**src/rtl/core/mi3_pkg.sv**
```systemverilog
package mi3_pkg;

  localparam int ELEM_W   = 32;
  localparam int N_ELEM   = 9;
  localparam int COF_W    = 64;
  localparam int DET_W    = 98;
  localparam int DMAG_W   = 96;
  localparam int QUO_BITS = 31;
  localparam int CFG_AW   = 3;
  localparam int CFG_DW   = 32;
  localparam int QDEPTH   = 4;

  localparam logic [CFG_AW-1:0] REG_SINGULAR_LIMIT = 3'd0;
  localparam logic [31:0]       SINGULAR_LIMIT_RST = 32'd1;

  localparam logic [31:0] SAT_POS = 32'h7FFF_FFFF;
  localparam logic [31:0] SAT_NEG = 32'h8000_0000;

  // cofactor k = m[PA_A]*m[PA_B] - m[PB_A]*m[PB_B]
  localparam int PA_A [N_ELEM] = '{4, 2, 1, 5, 0, 2, 3, 1, 0};
  localparam int PA_B [N_ELEM] = '{8, 7, 5, 6, 8, 3, 7, 6, 4};
  localparam int PB_A [N_ELEM] = '{7, 1, 2, 3, 2, 0, 4, 0, 1};
  localparam int PB_B [N_ELEM] = '{5, 8, 4, 8, 6, 5, 6, 7, 3};

  // classified item passed from front to back
  typedef struct packed {
    logic [N_ELEM-1:0][COF_W-1:0] cof;
    logic [DMAG_W-1:0]            dmag;
    logic                         dneg;
    logic                         sing;
  } cls_t;

endpackage

```
**src/rtl/core/mi3_queue.sv**
```systemverilog
module mi3_queue #(
  parameter int DEPTH = mi3_pkg::QDEPTH
) (
  input  logic          clk,
  input  logic          rst_n,
  input  logic          push,
  input  mi3_pkg::cls_t push_data,
  output logic          space,
  input  logic          pop,
  output logic          head_valid,
  output mi3_pkg::cls_t head
);
  import mi3_pkg::*;

  localparam int AW = (DEPTH > 1) ? $clog2(DEPTH) : 1;

  // pointers wrap at the last entry, so any depth works
  cls_t          mem [DEPTH];
  logic [AW-1:0] wr_r, rd_r;
  logic [AW:0]   cnt_r;

  assign space      = cnt_r < (AW+1)'(DEPTH);
  assign head_valid = cnt_r != '0;
  assign head       = mem[rd_r];

  always_ff @(posedge clk) begin
    if (push) begin
      mem[wr_r] <= push_data;
    end
  end

  always_ff @(posedge clk) begin
    if (!rst_n) begin
      wr_r  <= '0;
      rd_r  <= '0;
      cnt_r <= '0;
    end else begin
      if (push) wr_r <= (wr_r == AW'(DEPTH - 1)) ? '0 : wr_r + 1'b1;
      if (pop)  rd_r <= (rd_r == AW'(DEPTH - 1)) ? '0 : rd_r + 1'b1;
      cnt_r <= cnt_r + (AW+1)'(push) - (AW+1)'(pop);
    end
  end
endmodule

```
**config.mk**
```make
export PLATFORM = sky130hd
export DESIGN_NAME = mi3_queue
export DESIGN_NICKNAME = d
export VERILOG_FILES = /design/src/rtl/core/mi3_pkg.sv /design/src/rtl/core/mi3_queue.sv
export SDC_FILE = /design/constraint.sdc
export NUM_CORES = 2
export LEC_CHECK = 0
export BUFFER_PORTS_ARGS = -buffer_cell sky130_fd_sc_hd__buf_4
export CAP_MARGIN = 5
export CORE_AREA = 2 2 528 530
export CTS_BUF_LIST = sky130_fd_sc_hd__clkbuf_4
export DETAILED_ROUTE_END_ITERATION = 10
export DIE_AREA = 0 0 530 532
export PLACE_DENSITY = 0.53
export SKIP_LAST_GASP = 1
export SYNTH_ARGS = -nofsm -noshare
export SYNTH_HDL_FRONTEND = slang
export SYNTH_SLANG_ARGS = --single-unit
export TNS_END_PERCENT = 20
```
**constraint.sdc**
```tcl
create_clock -name clk -period 18.1 [get_ports clk]
set_input_delay 0.905 -clock clk [delete_from_list [all_inputs] [get_ports clk]]
set_output_delay 0.905 -clock clk [all_outputs]
set_load 0.005 [all_outputs]
```
==> results by group <==
Critical path
  • Number of buffers and inverters on the critical path: 5
  • Classification of the worst setup path: flip-flop to output pin
  • Top cell by count, worst path: sky130_fd_sc_hd__buf_4
  • Reg-to-reg slack, setup: 13.27 ns
  • Critical Path, Cell by Cell: buf_4 > buf_4 > buf_4 > buf_4 > mux4_2 > buf_4
  • Worst EP required: 17.19 ns
  • Worst EP arrival: 6.26 ns
  • Largest fanout of any net on the critical path: 67
  • Critical Path End Type: output pin
  • Maximum cell stage delay along the critical path: 1.03 ns
  • Cell with the biggest individual delay on the critical path: sky130_fd_sc_hd__dfxtp_4
  • Top cell family by delay on the critical path: buffers and inverters
  • Worst setup SP type: flip-flop

Drt
  • Remaining number of nets flagged by the antenna check after routing: 0
  • Overall routed net length: 268900 µm
  • Average via count per standard cell: 4.730
  • WL/cell: 24.74 µm
  • Remaining DRCs: 0
  • Initial detailed-routing violation count: 3174
  • DR vias: 51430
  • Router iterations before antenna repair: 6

Power and ir drop
  • Power density cells: 106.0 nW/µm²
  • Largest vdd supply drop: 0.07148 mV
  • Static power due to leakage: 45.30 nW
  • Total power draw: 13.98 mW

STA
  • Highest Clock Rate: 139.6 MHz
  • Worst slew pin tran: 1.101 ns
  • Headroom to the max-slew limit: 26.62%
  • Unrepaired setup endpoints after global routing: no
  • WHS: 0.2352 ns
  • Largest clock skew in the final design: 0.1206 ns
  • Setup TNS Final: 0 ns
  • Final clock period utilization by the worst path: 39.58%
  • Tmin final: 7.164 ns
  • Final number of hold-violating endpoints: 0
  • Setup violators final: 0
  • Final Max Slew Viols: 0

Floorplan
  • Starting density of the core: 35.67%
  • Vertical die dimension: 532 µm
  • Number of rows created at floorplan: 193
  • Top-Level Pins: 1354
  • Placeable Area: 275800 µm²
  • Die X: 530 µm
  • Full die area: 282000 µm²

Min path
  • Hold/Removal Path Class: input pin to flip-flop

Placement
  • Post-Place Cell Area: 112000 µm²
  • IO buf count: 1353
  • GPL Wtd Cong: 0.8026
  • DP Wirelength: 169900 µm

GRT
  • Via count of the first global-routing pass: 55690
  • Global route overflow: 0
  • Aggregate global-route resource usage: 18.58%
  • Antenna violations before repair: 101
  • Pin count of the biggest net entering global routing: 138
  • Global-route wire length before repair: 382800 µm

Yosys
  • Avg Synthesized Cell Area: 27.61 µm²
  • Part of the Yosys area used for sequential elements: 82.48%
  • Number of synthesized register bits: 2705
  • Dominant combinational cell family by area after synthesis: multiplexers
  • Number of instances in the synthesized netlist: 3563
  • Multiplexer share of the synthesized area: 15.45%
  • Fraction of the mapped netlist area in simple logic gates: 0.08395%
  • Xor/xnor share of the synthesized area: 0.02289%
  • Net Count, Synth: 4249
  • Adder-Cell Fraction of Synth Area: 0.1094%
  • Yosys warning count: 0
  • Synthesized cell area: 98370 µm²
  • Compound-cell area share of the yosys netlist: 0.01018%
  • Number of different library cells in the post-synthesis netlist: 19

Final layout
  • Finished Cell Area: 131900 µm²
  • Fraction of final layout cells sized beyond drive strength 1: 45.18%
  • Area growth from synthesis to final layout: 34.04%
  • Final-stage net count: 7282
  • Final core area utilization: 47.81%

Clock network
  • Number of H-tree levels: 6
  • Post_cts resized: 0
  • Number of buffers on the longest clock path: 4
  • Clock slew at the register clock pins of the worst setup and hold paths: 0.06 ns
  • Number of buffers created by CTS: 708
  • Buffer type at the clock tree root: sky130_fd_sc_hd__clkbuf_4
  • Hold bufs inserted after CTS: 1061
  • Buffers inserted by post-CTS timing repair: 0
  • Number of sinks driven by the clock tree: 2705
  • TritonCTS clock tree: built
  • Clock Latency Late Sink: 1.54 ns

Run
  • Max-Cap Viols: 0

Outcome
  • Result of the run: finished, final reports clean
[cells in the mapped netlist]
| master | n | share of area, % |
|---|---|---|
| sky130_fd_sc_hd__a21oi_1 | 2 | 0.010 |
| sky130_fd_sc_hd__nor2_1 | 4 | 0.015 |
| sky130_fd_sc_hd__mux4_2 | 674 | 15 |
| sky130_fd_sc_hd__edfxtp_1 | 2696 | 82 |
| sky130_fd_sc_hd__buf_4 | 1 | 0.0076 |
| sky130_fd_sc_hd__or3_1 | 1 | 0.0064 |
| sky130_fd_sc_hd__and2_1 | 5 | 0.032 |
| sky130_fd_sc_hd__clkbuf_1 | 7 | 0.027 |
| sky130_fd_sc_hd__nand2b_1 | 2 | 0.013 |
| sky130_fd_sc_hd__buf_2 | 68 | 0.35 |
| sky130_fd_sc_hd__buf_12 | 66 | 1.3 |
| sky130_fd_sc_hd__dfxtp_1 | 9 | 0.18 |
| sky130_fd_sc_hd__xnor3_1 | 1 | 0.023 |
| sky130_fd_sc_hd__mux2i_1 | 2 | 0.020 |
| sky130_fd_sc_hd__or3b_2 | 2 | 0.018 |
| sky130_fd_sc_hd__ha_1 | 7 | 0.089 |
| sky130_fd_sc_hd__inv_1 | 7 | 0.027 |
| sky130_fd_sc_hd__buf_6 | 8 | 0.092 |
| sky130_fd_sc_hd__fa_1 | 1 | 0.020 |
[logic make-up (layout without fill, tap and decap cells)]
kind of cell,Yosys count,count (layout)
other,0,66
DFF,2705,2705
AOI/OAI and AO/OA,2,2
xor gates and xnor gates,1,1
and+or+nand+nor,14,14
buffers and inverters,157,3696
adders and majority gates,8,8
muxes,676,676
[path summary, 6_finish.rpt]
kind                               endpoint  depth (start not counted)            from
worst min-delay path            mem[0][538]                          2  push_data[538]
worst max-delay path              head[632]                          6       flip-flop
worst max register to register   mem[2][75]                          7         wr_r[0]
worst min register to register    flip-flop                          2         rd_r[0]
[metrics by stage]
| stage | setup WS, ns | cells |
|---|---|---|
| floorplan | 0.9666 | 3563 |
| global placement | 12.19 | 8530 |
| detailed placement | 12.17 | 8530 |
| CTS | 10.46 | 10810 |
| global route | 10.43 | 10840 |
| finish | 10.94 | 10870 |
[cell type report]
class	instances	area, µm²
Sequential cell	2705	81150
Clock inverter	171	1184
Timing Repair Buffer	2473	21420
Inverter	7	26.28
Antenna cell	66	165.2
Tap cell	3705	4636
Clock buffer	1045	7845
Multi-Input combinational cell	701	15430
Fill cell	23270	143900
[metal layers]
layer,vias up,routed length (µm),track usage (%)
met5,-,461,0
met4,70,8274,6.568
met3,514,26150,7.791
met2,1918,134500,31.01
met1,26620,99560,21.32
li1,22310,-,-
[registers in the layout, summed over array words and instances (netlist names), named ones only]
name,count
mem,2696
cnt_r,3
rd_r,2
wr_r,2
[report_power, final]
part | total (mW) | internal (mW) | leakage, nW | switching, mW
clock | 5.27 | 2.73 | 5.36 | 2.54
combinational | 1.50 | 0.776 | 15.1 | 0.724
sequential | 7.22 | 7.16 | 24.8 | 0.0566
[cell usage in the layout (no fill, tap or decap), types with 5 or more instances in the layout]
cell | Yosys | routed
sky130_fd_sc_hd__inv_12 | 0 | 5
sky130_fd_sc_hd__edfxtp_1 | 2696 | 2696
sky130_fd_sc_hd__dfxtp_1 | 9 | 7
sky130_fd_sc_hd__inv_1 | 7 | 7
sky130_fd_sc_hd__buf_4 | 1 | 1396
sky130_fd_sc_hd__clkinv_1 | 0 | 101
sky130_fd_sc_hd__clkinv_4 | 0 | 8
sky130_fd_sc_hd__clkinv_8 | 0 | 11
sky130_fd_sc_hd__mux4_2 | 674 | 674
sky130_fd_sc_hd__diode_2 | 0 | 66
sky130_fd_sc_hd__clkinv_2 | 0 | 10
sky130_fd_sc_hd__clkbuf_4 | 0 | 1045
sky130_fd_sc_hd__buf_12 | 66 | 16
sky130_fd_sc_hd__inv_6 | 0 | 18
sky130_fd_sc_hd__inv_8 | 0 | 11
sky130_fd_sc_hd__ha_1 | 7 | 7
sky130_fd_sc_hd__dlygate4sd3_1 | 0 | 1061
No activity file was read; power rests on OpenSTA's default activity.
